<file path="src/sv/anashift_pkg.sv">
// shared constants and types of the anaglyph shift stream unit
package anashift_pkg;

  localparam int PIX_W       = 8;
  localparam int SHIFT_W     = 5;
  localparam int SHIFT_MAX   = (1 << SHIFT_W) - 1;
  localparam int SHIFT_RESET = 5;
  localparam int MAX_SHIFT_DEF = 31;
  localparam int COL_W       = 6;
  localparam int CNT_W       = 6;

  localparam logic [COL_W-1:0] COL_MAX = COL_W'((1 << COL_W) - 1);

  typedef struct packed {
    logic step;
    logic ins;
    logic clr;
  } ring_ctl_t;

endpackage

</file>
<file path="src/sv/anaglyph_shift_stream_unit.sv">
// top level: red/cyan anaglyph from a shifted pixel stream
// Pixels stream in raster order; a pixel that is not the last of its row gives at most
// one output pixel, so a row runs at one pixel per cycle while the output is not stalled.
// The last pixel of a row stalls the input while it flushes its results (up to shift + 1,
// at most 32), since the flush reads the red history one entry a cycle (while the output
// is not stalled) as the cell ring rotates past its head. The history is a ring of
// 2 * min(MAX_SHIFT, 31) + 1 cells; after a shift write in the middle of a row the ring
// rotates back into line before the next pixel is taken. Output pixel x appears once
// input column x + shift has arrived; short rows come out whole at their end.
module anaglyph_shift_stream_unit #(
  parameter int MAX_SHIFT = anashift_pkg::MAX_SHIFT_DEF
) (
  input  logic                                clk_i,
  input  logic                                rst_ni,
  input  logic                                cfg_we_i,
  input  logic [anashift_pkg::SHIFT_W-1:0]    cfg_wdata_i,
  input  logic                                in_valid_i,
  output logic                                in_stall_o,
  input  logic [anashift_pkg::PIX_W-1:0]      pixel_red_i,
  input  logic [anashift_pkg::PIX_W-1:0]      pixel_green_i,
  input  logic [anashift_pkg::PIX_W-1:0]      pixel_blue_i,
  input  logic                                row_end_i,
  output logic                                out_valid_o,
  input  logic                                out_stall_i,
  output logic [anashift_pkg::PIX_W-1:0]      out_red_o,
  output logic [anashift_pkg::PIX_W-1:0]      out_green_o,
  output logic [anashift_pkg::PIX_W-1:0]      out_blue_o,
  output logic                                out_row_end_o,
  output logic                                burst_end_o
);

  localparam int MAX_EFF = (MAX_SHIFT < anashift_pkg::SHIFT_MAX) ? MAX_SHIFT
                                                                 : anashift_pkg::SHIFT_MAX;
  localparam int RING    = 2 * MAX_EFF + 1;
  localparam int P_W     = $clog2(RING);
  localparam int RST_S   = (anashift_pkg::SHIFT_RESET < MAX_EFF) ? anashift_pkg::SHIFT_RESET
                                                                 : MAX_EFF;
  localparam logic [P_W-1:0] P_RESET = P_W'(2 * RST_S);
  localparam logic [P_W-1:0] P_LAST  = P_W'(RING - 1);

  localparam int SW = anashift_pkg::SHIFT_W;
  localparam int CW = anashift_pkg::COL_W;
  localparam int NW = anashift_pkg::CNT_W;
  localparam int PW = anashift_pkg::PIX_W;

  logic [SW-1:0]  eye_shift_q;
  logic [CW-1:0]  col_q;
  logic [PW-1:0]  row_first_q;
  logic [P_W-1:0] p_q;
  logic           busy_q;
  logic [NW-1:0]  rem_q;
  logic           rot_q;
  logic           force_q;
  logic           row_q;
  logic [PW-1:0]  green_q;
  logic [PW-1:0]  blue_q;
  logic           out_valid_q;
  logic [PW-1:0]  out_red_q;
  logic [PW-1:0]  out_green_q;
  logic [PW-1:0]  out_blue_q;
  logic           out_row_end_q;
  logic           burst_end_q;

  logic [SW-1:0]  s_eff;
  logic [P_W-1:0] target;
  logic [P_W-1:0] p_dec;
  logic           aligned;
  logic           emit;
  logic           final_emit;
  logic           accept;
  logic           ring_rot;
  logic           ge;
  logic [NW-1:0]  n_flush;
  logic [NW-1:0]  n_total;
  logic [PW-1:0]  head_red;
  logic           head_flag;
  logic [PW-1:0]  emit_red;

  anashift_pkg::ring_ctl_t ring_ctl;

  assign s_eff   = (eye_shift_q > SW'(MAX_EFF)) ? SW'(MAX_EFF) : eye_shift_q;
  assign target  = P_W'({s_eff, 1'b0});
  assign p_dec   = (p_q == '0) ? P_LAST : p_q - 1'b1;
  assign aligned = (p_q == target);

  assign emit       = busy_q && (!out_valid_q || !out_stall_i);
  assign final_emit = emit && (rem_q == NW'(1));

  assign in_stall_o = !(aligned && (!busy_q || (final_emit && !row_q)));
  assign accept     = in_valid_i && !in_stall_o;

  assign ring_rot = (emit && (rem_q != NW'(1)) && rot_q) || (!busy_q && !aligned);

  assign ring_ctl.step = accept || ring_rot;
  assign ring_ctl.ins  = accept;
  assign ring_ctl.clr  = final_emit && row_q;

  // result count of the pixel being taken
  assign ge      = (col_q >= CW'(s_eff));
  assign n_flush = !row_end_i ? '0 : (ge ? NW'(s_eff) : NW'(col_q + 1'b1));
  assign n_total = n_flush + NW'(ge);

  assign emit_red = (force_q || !head_flag) ? row_first_q : head_red;

  anashift_ring #(
    .DEPTH (RING),
    .P_W   (P_W)
  ) u_ring (
    .clk_i       (clk_i),
    .rst_ni      (rst_ni),
    .ctl_i       (ring_ctl),
    .ins_pos_i   (p_q),
    .new_red_i   (pixel_red_i),
    .head_red_o  (head_red),
    .head_flag_o (head_flag)
  );

  always_ff @(posedge clk_i or negedge rst_ni) begin
    if (!rst_ni) begin
      eye_shift_q <= SW'(anashift_pkg::SHIFT_RESET);
      col_q       <= '0;
      row_first_q <= '0;
      p_q         <= P_RESET;
      busy_q      <= 1'b0;
      rem_q       <= '0;
      rot_q       <= 1'b0;
      force_q     <= 1'b0;
      row_q       <= 1'b0;
      out_valid_q <= 1'b0;
    end else begin
      if (cfg_we_i) begin
        eye_shift_q <= cfg_wdata_i;
      end
      if (ring_rot) begin
        p_q <= p_dec;
      end else if (final_emit && row_q) begin
        p_q <= target;
      end
      if (accept) begin
        busy_q  <= (n_total != '0);
        rem_q   <= n_total;
        rot_q   <= ge;
        force_q <= !ge;
        row_q   <= row_end_i;
        if (col_q == '0) begin
          row_first_q <= pixel_red_i;
        end
        if (row_end_i) begin
          col_q <= '0;
        end else if (col_q != anashift_pkg::COL_MAX) begin
          col_q <= col_q + 1'b1;
        end
      end else if (emit) begin
        rem_q <= rem_q - 1'b1;
        if (rem_q == NW'(1)) begin
          busy_q <= 1'b0;
        end
      end
      if (emit) begin
        out_valid_q <= 1'b1;
      end else if (!out_stall_i) begin
        out_valid_q <= 1'b0;
      end
    end
  end

  always_ff @(posedge clk_i) begin
    if (accept) begin
      green_q <= pixel_green_i;
      blue_q  <= pixel_blue_i;
    end
    if (emit) begin
      out_red_q     <= emit_red;
      out_green_q   <= green_q;
      out_blue_q    <= blue_q;
      out_row_end_q <= row_q && (rem_q == NW'(1));
      burst_end_q   <= (rem_q == NW'(1));
    end
  end

  assign out_valid_o   = out_valid_q;
  assign out_red_o     = out_red_q;
  assign out_green_o   = out_green_q;
  assign out_blue_o    = out_blue_q;
  assign out_row_end_o = out_row_end_q;
  assign burst_end_o   = burst_end_q;

endmodule

</file>
<file path="src/sv/anashift_cell.sv">
// one cell of the red history ring: one red value and its current-row flag
module anashift_cell #(
  parameter int IDX = 0,
  parameter int P_W = 6
) (
  input  logic                          clk_i,
  input  logic                          rst_ni,
  input  anashift_pkg::ring_ctl_t       ctl_i,
  input  logic [P_W-1:0]                ins_pos_i,
  input  logic [anashift_pkg::PIX_W-1:0] new_red_i,
  input  logic [anashift_pkg::PIX_W-1:0] nbr_red_i,
  input  logic                          nbr_flag_i,
  output logic [anashift_pkg::PIX_W-1:0] red_o,
  output logic                          flag_o
);

  logic [anashift_pkg::PIX_W-1:0] red_q, red_d;
  logic                           flag_q, flag_d;
  logic                           sel_ins;

  assign sel_ins = ctl_i.ins && (ins_pos_i == P_W'(IDX));

  always_comb begin
    red_d  = red_q;
    flag_d = flag_q;
    if (ctl_i.step) begin
      red_d  = sel_ins ? new_red_i : nbr_red_i;
      flag_d = sel_ins ? 1'b1 : nbr_flag_i;
    end
    if (ctl_i.clr) begin
      flag_d = 1'b0;
    end
  end

  always_ff @(posedge clk_i) begin
    red_q <= red_d;
  end

  always_ff @(posedge clk_i or negedge rst_ni) begin
    if (!rst_ni) begin
      flag_q <= 1'b0;
    end else begin
      flag_q <= flag_d;
    end
  end

  assign red_o  = red_q;
  assign flag_o = flag_q;

endmodule

</file>
<file path="src/sv/anashift_ring.sv">
// ring of history cells, each handing its value to the next lower cell
module anashift_ring #(
  parameter int DEPTH = 63,
  parameter int P_W   = 6
) (
  input  logic                          clk_i,
  input  logic                          rst_ni,
  input  anashift_pkg::ring_ctl_t       ctl_i,
  input  logic [P_W-1:0]                ins_pos_i,
  input  logic [anashift_pkg::PIX_W-1:0] new_red_i,
  output logic [anashift_pkg::PIX_W-1:0] head_red_o,
  output logic                          head_flag_o
);

  logic [anashift_pkg::PIX_W-1:0] red_w  [DEPTH];
  logic                           flag_w [DEPTH];

  for (genvar k = 0; k < DEPTH; k++) begin : g_cell
    localparam int NBR = (k == DEPTH - 1) ? 0 : k + 1;
    anashift_cell #(
      .IDX (k),
      .P_W (P_W)
    ) u_cell (
      .clk_i      (clk_i),
      .rst_ni     (rst_ni),
      .ctl_i      (ctl_i),
      .ins_pos_i  (ins_pos_i),
      .new_red_i  (new_red_i),
      .nbr_red_i  (red_w[NBR]),
      .nbr_flag_i (flag_w[NBR]),
      .red_o      (red_w[k]),
      .flag_o     (flag_w[k])
    );
  end

  assign head_red_o  = red_w[0];
  assign head_flag_o = flag_w[0];

endmodule

</file>
<file path="config.mk">
export PLATFORM = sky130hd
export DESIGN_NAME = anaglyph_shift_stream_unit
export DESIGN_NICKNAME = d
export VERILOG_FILES = /design/src/sv/anashift_pkg.sv /design/src/sv/anaglyph_shift_stream_unit.sv /design/src/sv/anashift_cell.sv /design/src/sv/anashift_ring.sv
export SDC_FILE = /design/constraint.sdc
export NUM_CORES = 1
export LEC_CHECK = 0
export ABC_CLOCK_PERIOD_IN_PS = 11600
export BUFFER_PORTS_ARGS = -buffer_cell sky130_fd_sc_hd__buf_4
export CORE_UTILIZATION = 26
export DETAILED_ROUTE_END_ITERATION = 10
export MAX_ROUTING_LAYER = met4
export PLACE_DENSITY = 0.46
export SETUP_SLACK_MARGIN = 0.3
export SYNTH_ARGS = -nofsm -noshare
export SYNTH_HDL_FRONTEND = slang
export SYNTH_SLANG_ARGS = --single-unit
</file>
<file path="constraint.sdc">
create_clock -name clk_i -period 11.6 [get_ports clk_i]
set_input_delay 1.16 -clock clk_i [delete_from_list [all_inputs] [get_ports clk_i]]
set_output_delay 1.16 -clock clk_i [all_outputs]
set_load 0.02 [all_outputs]
</file>
### Yosys cells after proc, flatten, opt, wreduce, memory -nomap -nowiden

Cells that the tools add are included.

* flip-flop bits (word level): 645
* bits in latches: 0
* RAM bits: 0
* memory bits (read-only): 0
* input bits: 35
* output and inout port bits: 28
* word-level logic and storage cells: 581
* memories kept: 0

* $add $sub $neg: 4
* multiply operators: 0
* divide/modulo/power cells: 0
* order comparisons: 2
* eq/ne operators: 67
* shift operators: 0
* muxes and demuxes: 268
* bitwise gates (word level): 0
* reduce and logical (&&, ||, !) cells: 97

Operators by type and width (count)
* two-way mux 8 bit: 64
* two-way mux 1 bit: 194
* equality test 6 bit, second input constant: 31
* equality test 6 x 5 -> 1 bit, second input constant: 16
* logical AND 1 bit: 73
* two-way mux 6 bit: 9
* equality test 6 x 4 -> 1 bit, second input constant: 8
* equality test 6 x 3 -> 1 bit, second input constant: 4
* equality test 6 x 1 -> 1 bit, second input constant: 2
* equality test 6 x 2 -> 1 bit, second input constant: 2
* logical NOT 6 bit: 2
* subtractor 6 x 1 -> 6 bit, second input constant: 2
* nonzero test 2 bit: 5
* logical NOT 1 bit: 8
* adder 6 x 1 -> 6 bit: 1
* adder 6 x 1 -> 6 bit, second input constant: 1
* equality test 6 bit: 1
* >= comparator 6 x 5 -> 1 bit: 1
* != test 6 x 1 -> 1 bit, second input constant: 1
* != test 6 bit, second input constant: 1
* AND reduction 2 bit: 3
* nonzero test 6 bit: 1
* greater-than comparator 5 bit, second input constant: 1
* logical OR 1 bit: 5
* 2 further kinds: 2

### Logic depth before layout (Yosys ltp)

Gate-level depths: netlist of run 1.

* word-level depth: 12
* gate-level depth with buffers: 15
* depth with buffers taken out: 14

### Cells and area by module

A second synthesis of run 1 with hierarchy kept.

* cell total of the unflattened synthesis: 1748
* area, all modules: 29819.8 um^2

By module, submodules not included
* anashift_cell (u_ring.g_cell[16].u_cell ...): times used 14, cells an instance 22, area each 407.9 um^2, sequential area each 265.3 um^2
* anaglyph_shift_stream_unit: times used 1, cells an instance 306, area each 3662.3 um^2, sequential area each 2167.1 um^2
* anashift_cell (u_ring.g_cell[23].u_cell ...): times used 8, cells an instance 24, area each 420.4 um^2, sequential area each 265.3 um^2
* anashift_cell (u_ring.g_cell[17].u_cell ...): times used 8, cells an instance 22, area each 419.2 um^2, sequential area each 265.3 um^2
* anashift_cell (u_ring.g_cell[51].u_cell ...): times used 6, cells an instance 24, area each 406.6 um^2, sequential area each 265.3 um^2
* anashift_cell (u_ring.g_cell[55].u_cell ...): times used 4, cells an instance 24, area each 467.9 um^2, sequential area each 265.3 um^2
* anashift_cell (u_ring.g_cell[1].u_cell ...): times used 4, cells an instance 23, area each 416.6 um^2, sequential area each 265.3 um^2
* anashift_cell (u_ring.g_cell[49].u_cell ...): times used 4, cells an instance 22, area each 416.6 um^2, sequential area each 265.3 um^2
* anashift_cell (u_ring.g_cell[10].u_cell ...): times used 4, cells an instance 23, area each 405.4 um^2, sequential area each 265.3 um^2
* anashift_cell (u_ring.g_cell[11].u_cell ...): times used 4, cells an instance 23, area each 402.9 um^2, sequential area each 265.3 um^2
* anashift_cell (u_ring.g_cell[12].u_cell ...): times used 2, cells an instance 23, area each 409.1 um^2, sequential area each 265.3 um^2
* anashift_cell (u_ring.g_cell[31].u_cell ...): times used 2, cells an instance 24, area each 409.1 um^2, sequential area each 265.3 um^2
* anashift_cell (u_ring.g_cell[15].u_cell): times used 1, cells an instance 23, area each 412.9 um^2, sequential area each 265.3 um^2
* anashift_cell (u_ring.g_cell[48].u_cell): times used 1, cells an instance 22, area each 405.4 um^2, sequential area each 265.3 um^2
* anashift_cell (u_ring.g_cell[0].u_cell): times used 1, cells an instance 23, area each 397.9 um^2, sequential area each 265.3 um^2

### Least setup slack after synthesis of run 1

No wires, ideal clock.

* kind: input-to-reg
* start point: input out_stall_i
* end point: register u_ring.g_cell[0].u_cell.red_q (netlist bit u_ring.g_cell[0].u_cell.red_o[0]) (enable)
* library setup time: 0.855 ns
* arrival time: 12.466 ns
* data required time: 10.745 ns
* setup slack: -1.721 ns
* cell stages on the path: 5
* buffers on the path: 1
* cells stage by stage: a21boi_0 > clkbuf_1 > and3_1 > nor3_2 > inv_1

RTL lines
* from (decl): RTL line anaglyph_shift_stream_unit.sv:24 `input logic out_stall_i,`
* to (signal assigned): RTL line anashift_cell.sv:36 `red_q <= red_d;`
* to (decl): RTL line anashift_cell.sv:17 `logic [anashift_pkg::PIX_W-1:0] red_q, red_d;`

==> metrics.cfg, run 1 <==
[logic_synthesis]
ys_types = 64
synth_fp_nets = 1751
synthesis.area_per_instance_um2 = 16.6
syn_inst = 1700
netlist_area_um2 = 28200
synthFlopType = edfxtp_1
synth_top_area_cell = edfxtp_1
synth_edf_count = 546
ys_warn_count = 0
ys_seq_area_frac = 0.670
synth_top_area_share = 0.582
async_reset_ff_frac = 0.153
synth_area_leaders = edfxtp_1 (58%), mux2_2 (20%), dfrtp_1 (8.4%)
synth_seq_cells = 645

[route]
wl_per_cell_um = 18.5
vias = 14371
drt_iter0_markers = 909
postRouteAntennaNets = 0
route.detailed.drc = 0
wl_mm = 59.2
viasPerCell = 4.48
first_pass_iters = 5

[sta]
slew_viol_final = 0
rsz0062_at_grt = no
finalSetupTns_ns = 0
slew_headroom = 0.183
clock.fmax_ghz = 0.202
finalCriticalPeriod_ns = 4.96
setup_violations = 0
skew_ns = 0.0386
hold_violations = 0
period_share = 0.428
worst_pin_slew_ns = 1.23

[die]
core_um2 = 107000
dieArea_um2 = 110000
die_h_um = 331
start_util = 0.263
die_w_um = 331
io_pins = 63
num_rows = 120

[global_routing]
grt_pass1_wl_mm = 93.6
globalRouteOverflowTotal = 0
grt_pass1_vias = 15091
grt_antenna_before_repair = 0
grt_util_all_layers = 0.111
grt_max_degree = 195

[setup_path]
cpPeakStageDelay_ns = 0.95
cp_common_cell = buf_4
arrival_ns = 5.20
path_buf_inv = 6
critPathKind = in -> reg
worstPathCellList = buf_4 > a21oi_1 > a41o_1 > nand4_1 > inv_1 > nor3_4 > buf_4 > clkinvlp_4 > buf_12 > buf_4
path_max_fanout = 172
crit_required_ns = 11.83
critPathCaptureType = flip-flop
cp_top_family = buffers and inverters
startpoint_type = input port
slowest_stage = buf_4

[final_layout]
areaGrowthSynthToFinish_pct = 15.5
final_common_cell = edfxtp_1
fin_util = 0.304
final_area_um2 = 32500
final_cell_mix = edfxtp_1 (546), mux2_2 (490), dfrtp_1 (95)
antennaDiodeCount = 0
nets = 1792
nFillCells = 10562
layout-drive-gt1-share = 0.432

[outcome]
run_status = finished, final reports clean

[placed_design]
placed_cell_area_um2 = 30000
place_congestion = 0.812
hpwl_mm = 34.7
numPortBuffers = 62

[clock_network]
clock_path_buffers = 3
cts_resized = 0
clk_latency_ns = 0.64
cts_tree = done
htreeDepth = 3
clock_sinks = 645
cts_hold_buf = 0
path_clk_slew_ns = 0.05
post_cts_buffers = 0
numCtsBuffers = 74
cts_root_buffer = clkbuf_16

[power_and_ir_drop]
p_leak_uw = 0.00965
irDropWorstVdd_uv = 148
powerDensity_nw_per_um2 = 198

[flow_run]
max-cap-violations = 0

[min_path]
hold_path_class = reg -> reg

registers in the layout, indices dropped and copies added (netlist names):
name	cells
row_first_q	8
out_red_o	8
busy_q	1
out_row_end_o	1
u_ring.g_cell.u_cell.flag_o	63
force_q	1
rem_q	6
out_valid_o	1
blue_q	8
col_q	6
u_ring.g_cell.u_cell.red_o	504
eye_shift_q	5
row_q	1
green_q	8
rot_q	1
out_blue_o	8
burst_end_o	1
out_green_o	8
p_q	6
cell families after synthesis:
group / after synthesis / synth area share
buf+inv: 129 / 0.0198
fa+ha+maj: 16 / 0.00710
xor+xnor: 15 / 0.00519
compound gates: 138 / 0.0365
mux: 526 / 0.214
simple gates: 231 / 0.0472
flops: 645 / 0.670
cells in the mapped netlist (all sizes together) (2+ instances only):
cell and n:
a211oi 3, a21o 3, a21oi 18, a31oi 5, and2 2, and3 5
and4 2, buf 34, clkbuf 73, dfrtp 95, dfstp 4, edfxtp 546
ha 16, inv 21, mux2 522, mux2i 4, nand2 41, nand2b 4
nand3 17, nand4 6, nor2 111, nor2b 16, nor3 7, nor4 2
o211ai 5, o21a 2, o21ai 20, o221ai 2, o22ai 3, o2bb2ai 61
or2 16, xnor2 14
through the flow:
stage	worst slack, ns	std cells	power, µW	hold slack [ns]
6_report	6.64	3206	6450	0.418
5_1_grt	6.37	3206	6740	0.430
4_1_cts	6.76	3206	6550	0.418
3_5_place_dp	6.07	3068	4130	0.405
3_3_place_gp	6.21	3068	4100	0.402
2_1_floorplan	1.11	1700	3980	0.400
worst paths after layout:
path	start	cells after the start	endpoint	slack, ns
setup reg to reg	p_q[3]$_DFFE_PN1P_	9	u_ring.g_cell[12].u_cell.red_o[3]$_DFFE_PP_	6.67
hold reg to reg	blue_q[7]$_DFFE_PP_	0	out_blue_o[7]$_DFFE_PP_	0.42
max in group asynchronous	rst_ni	2	u_ring.g_cell[4].u_cell.flag_o$_DFFE_PN0P_	9.79
min in group asynchronous	rst_ni	1	col_q[4]$_DFFE_PN0P_	0.62
hold / removal	blue_q[7]$_DFFE_PP_	0	out_blue_o[7]$_DFFE_PP_	0.42
setup / recovery	out_stall_i	10	u_ring.g_cell[12].u_cell.red_o[3]$_DFFE_PP_	6.64
cell type report:
type / count / area (µm²) / area share
inverters: 22 / 86.3 / 0.00265
flip-flops and latches: 645 / 18900 / 0.580
well taps: 1403 / 1760 / 0.0539
clock inverters: 43 / 510 / 0.0157
clock buffers: 95 / 1990 / 0.0612
repair buffers: 72 / 566 / 0.0174
multi-input cells: 926 / 8760 / 0.269
metal layers:
metal  GRT usage  wire length [µm]  share of wire
met5           -                 0              0
met4      0.0361              1560          0.026
met3      0.0179              2240          0.038
met2       0.173             27700           0.47
met1       0.148             27600           0.47
power by group:
part / leakage [µW] / switching, µW / internal [µW]
sequential: 0.00570 / 106 / 2960
combinational: 0.00273 / 728 / 273
clock: 0.00122 / 989 / 1390
total: 0.00965 / 1820 / 4620
Power figures use the tool's default switching activity.
==> inputs of run 2 (changes only) <==
--- a/config.mk
+++ b/config.mk
@@ -5,12 +5,12 @@
 export SDC_FILE = /design/constraint.sdc
 export NUM_CORES = 1
 export LEC_CHECK = 0
-export ABC_CLOCK_PERIOD_IN_PS = 11600
+export ABC_CLOCK_PERIOD_IN_PS = 5030
 export BUFFER_PORTS_ARGS = -buffer_cell sky130_fd_sc_hd__buf_4
 export CORE_UTILIZATION = 26
 export DETAILED_ROUTE_END_ITERATION = 10
 export MAX_ROUTING_LAYER = met4
-export PLACE_DENSITY = 0.46
+export PLACE_DENSITY = 0.45
 export SETUP_SLACK_MARGIN = 0.3
 export SYNTH_ARGS = -nofsm -noshare
 export SYNTH_HDL_FRONTEND = slang
==> constraint.sdc (replaced) <==
create_clock -name clk_i -period 5.03 [get_ports clk_i]
set_input_delay 0.503 -clock clk_i [delete_from_list [all_inputs] [get_ports clk_i]]
set_output_delay 0.503 -clock clk_i [all_outputs]
set_load 0.02 [all_outputs]
==> metrics.cfg, run 2 (synthesis results as in run 1) <==
[final_layout]
layout-drive-gt1-share = 0.436  ; was 0.432
nets = 1803  ; was 1,792
final_cell_mix = edfxtp_1 (546), mux2_2 (490), dfrtp_1 (94)  ; was edfxtp_1 (546), mux2_2 (490), dfrtp_1 (95)
final_common_cell = edfxtp_1  ; unchanged
largest_reg_flops = 504  ; unchanged
final_area_um2 = 32600  ; was 32,500 µm²
areaGrowthSynthToFinish_pct = 15.8  ; was 15.5%

[sta]
period_share = 0.682
slew_headroom = 0.403  ; was 0.183
setup_violations = 0  ; unchanged
slew_viol_final = 0  ; unchanged
holdWs_ns = 0.0624  ; was 0.418 ns
rsz0062_at_grt = no  ; unchanged
skew_ns = 0.0180  ; was 0.0386 ns
worst_pin_slew_ns = 0.895  ; was 1.23 ns
finalCriticalPeriod_ns = 3.43
clock.fmax_ghz = 0.291
hold_violations = 0  ; unchanged

[setup_path]
ff2ff_setup_slack_ns = 1.60  ; was 6.67 ns
arrival_ns = 3.68  ; was 5.20 ns
startpoint_type = flip-flop  ; was input port
critPathCapture = u_ring.g_cell[25].u_cell.red_o[5]$_DFFE_PP_  ; was u_ring.g_cell[12].u_cell.red_o[3]$_DFFE_PP_
crit_required_ns = 5.28  ; was 11.83 ns
reg2reg_to = u_ring.g_cell[25].u_cell.red_o[5]$_DFFE_PP_  ; was u_ring.g_cell[12].u_cell.red_o[3]$_DFFE_PP_
worstPathCellList = xnor2_1 > and4_1 > nand4_1 > inv_2 > nor3_4 > clkinvlp_4 > buf_12  ; was buf_4 > a21oi_1 > a41o_1 > nand4_1 > inv_1 > nor3_4 > buf_4 > clkinvlp_4 > buf_12 > buf_4
critPathCaptureType = flip-flop  ; unchanged
critPathKind = reg -> reg  ; was in -> reg
critPathLaunch = eye_shift_q[0]$_DFFE_PN1P_  ; was out_stall_i
cpPeakStageDelay_ns = 0.60  ; was 0.95 ns
r2r_start = eye_shift_q[0]$_DFFE_PN1P_  ; was p_q[3]$_DFFE_PN1P_
slowest_stage = dfstp_2  ; was buf_4
path_max_fanout = 118  ; was 172
rr_worst_depth = 7  ; was 9

[die]
core_um2 = 107000  ; unchanged
num_rows = 120  ; unchanged
die_h_um = 331  ; unchanged
die_w_um = 331  ; unchanged
io_pins = 63  ; unchanged
dieArea_um2 = 110000  ; unchanged
start_util = 0.263  ; unchanged

[route]
first_pass_iters = 5  ; unchanged
postRouteAntennaNets = 0  ; unchanged
wl_mm = 63.2  ; was 59.2 mm
viasPerCell = 4.51  ; was 4.48
vias = 14522  ; was 14,371
route.detailed.drc = 0  ; unchanged
drt_iter0_markers = 1008  ; was 909
wl_per_cell_um = 19.6  ; was 18.5 µm

[clock_network]
clock_sinks = 645  ; unchanged
cts_tree = done  ; unchanged
path_clk_slew_ns = 0.05  ; about the same
htreeDepth = 3  ; unchanged
clock_path_buffers = 3  ; unchanged
numCtsBuffers = 77  ; was 74
clk_latency_ns = 0.62  ; was 0.64 ns
cts_root_buffer = clkbuf_16  ; unchanged
post_cts_buffers = 0  ; unchanged

[global_routing]
grt_max_degree = 119  ; was 195
grt_pass1_vias = 15421  ; was 15,091
grt_antenna_before_repair = 1  ; was 0
grt_pass1_wl_mm = 98.0  ; was 93.6 mm
globalRouteOverflowTotal = 0  ; unchanged
grt_util_all_layers = 0.119  ; was 0.111

[power_and_ir_drop]
powerDensity_nw_per_um2 = 460  ; was 198 nW/µm²
p_leak_uw = 0.00971  ; was 0.00965 µW
irDropWorstVdd_uv = 273  ; was 148 µV

[placed_design]
numPortBuffers = 62  ; unchanged
hpwl_mm = 36.2  ; was 34.7 mm
placed_cell_area_um2 = 30100  ; was 30,000 µm²
place_congestion = 0.780  ; was 0.812

[min_path]
hold_start = pixel_blue_i[1]  ; was blue_q[7]$_DFFE_PP_
hold_path_depth = 1  ; was 0
hold_path_class = in -> reg  ; was reg -> reg

[flow_run]
max-cap-violations = 0  ; unchanged

[outcome]
run_status = finished, final reports clean  ; unchanged

==> run 2: what timing repair did <==
action | in CTS | in global routing
hold endpoints to repair | 41 | 0
resized for setup | 0 | 0
hold buffers | 1 | 0
==> run 2: per-layer routing <==
| layer | part of all wire | global-route usage |
|---|---|---|
| met5 | 0 | - |
| met4 | 0.024 | 0.0371 |
| met3 | 0.046 | 0.0260 |
| met2 | 0.47 | 0.181 |
| met1 | 0.46 | 0.157 |
==> run 2: critical path, delay by kind of cell (launching register included) <==
kind,cells,cell delay (ns)
flops,1,0.60
buf+inv,3,1.16
xor+xnor,1,0.15
simple gates,3,0.98
==> run 2: stage by stage <==
| step | TNS (ns) | util | instances | total power [µW] | setup WS (ns) |
|---|---|---|---|---|---|
| finish | 0 | 0.304 | 3220 | 15000 | 1.60 |
| global route | 0 | 0.304 | 3220 | 15700 | 1.30 |
| CTS | 0 | 0.304 | 3218 | 15300 | 1.61 |
| detailed placement | 0 | 0.281 | 3075 | 9640 | 1.62 |
| global placement | 0 | 0.281 | 3075 | 9590 | 1.67 |
| floorplan | -2440.33 | - | 1700 | 8830 | -4.33 |
==> run 2: worst min path at each step <==
stage | slack, ns | end
final | 0.06 | blue_q[1]$_DFFE_PP_
after detailed placement | 0.41 | out_blue_o[2]$_DFFE_PP_
after global placement | 0.40 | out_blue_o[4]$_DFFE_PP_
after CTS | 0.02 | green_q[5]$_DFFE_PP_
after global routing | 0.02 | blue_q[1]$_DFFE_PP_
after floorplan | 0.21 | busy_q$_DFFE_PN0P_
==> run 2: layout make-up <==
| class | instances | area [µm²] |
|---|---|---|
| multi-input cells | 926 | 8770 |
| clock buffers | 103 | 2090 |
| repair buffers | 80 | 653 |
| flip-flops and latches | 645 | 18900 |
| inverters | 22 | 86.3 |
| well taps | 1403 | 1760 |
| diodes | 2 | 5.00 |
| clock inverters | 39 | 407 |
| fillers | 10574 | 74600 |
==> run 2: report_power, final <==
group	internal, µW	switching [µW]
Combinational	676	1770
Sequential	6790	256
Clock	3250	2270
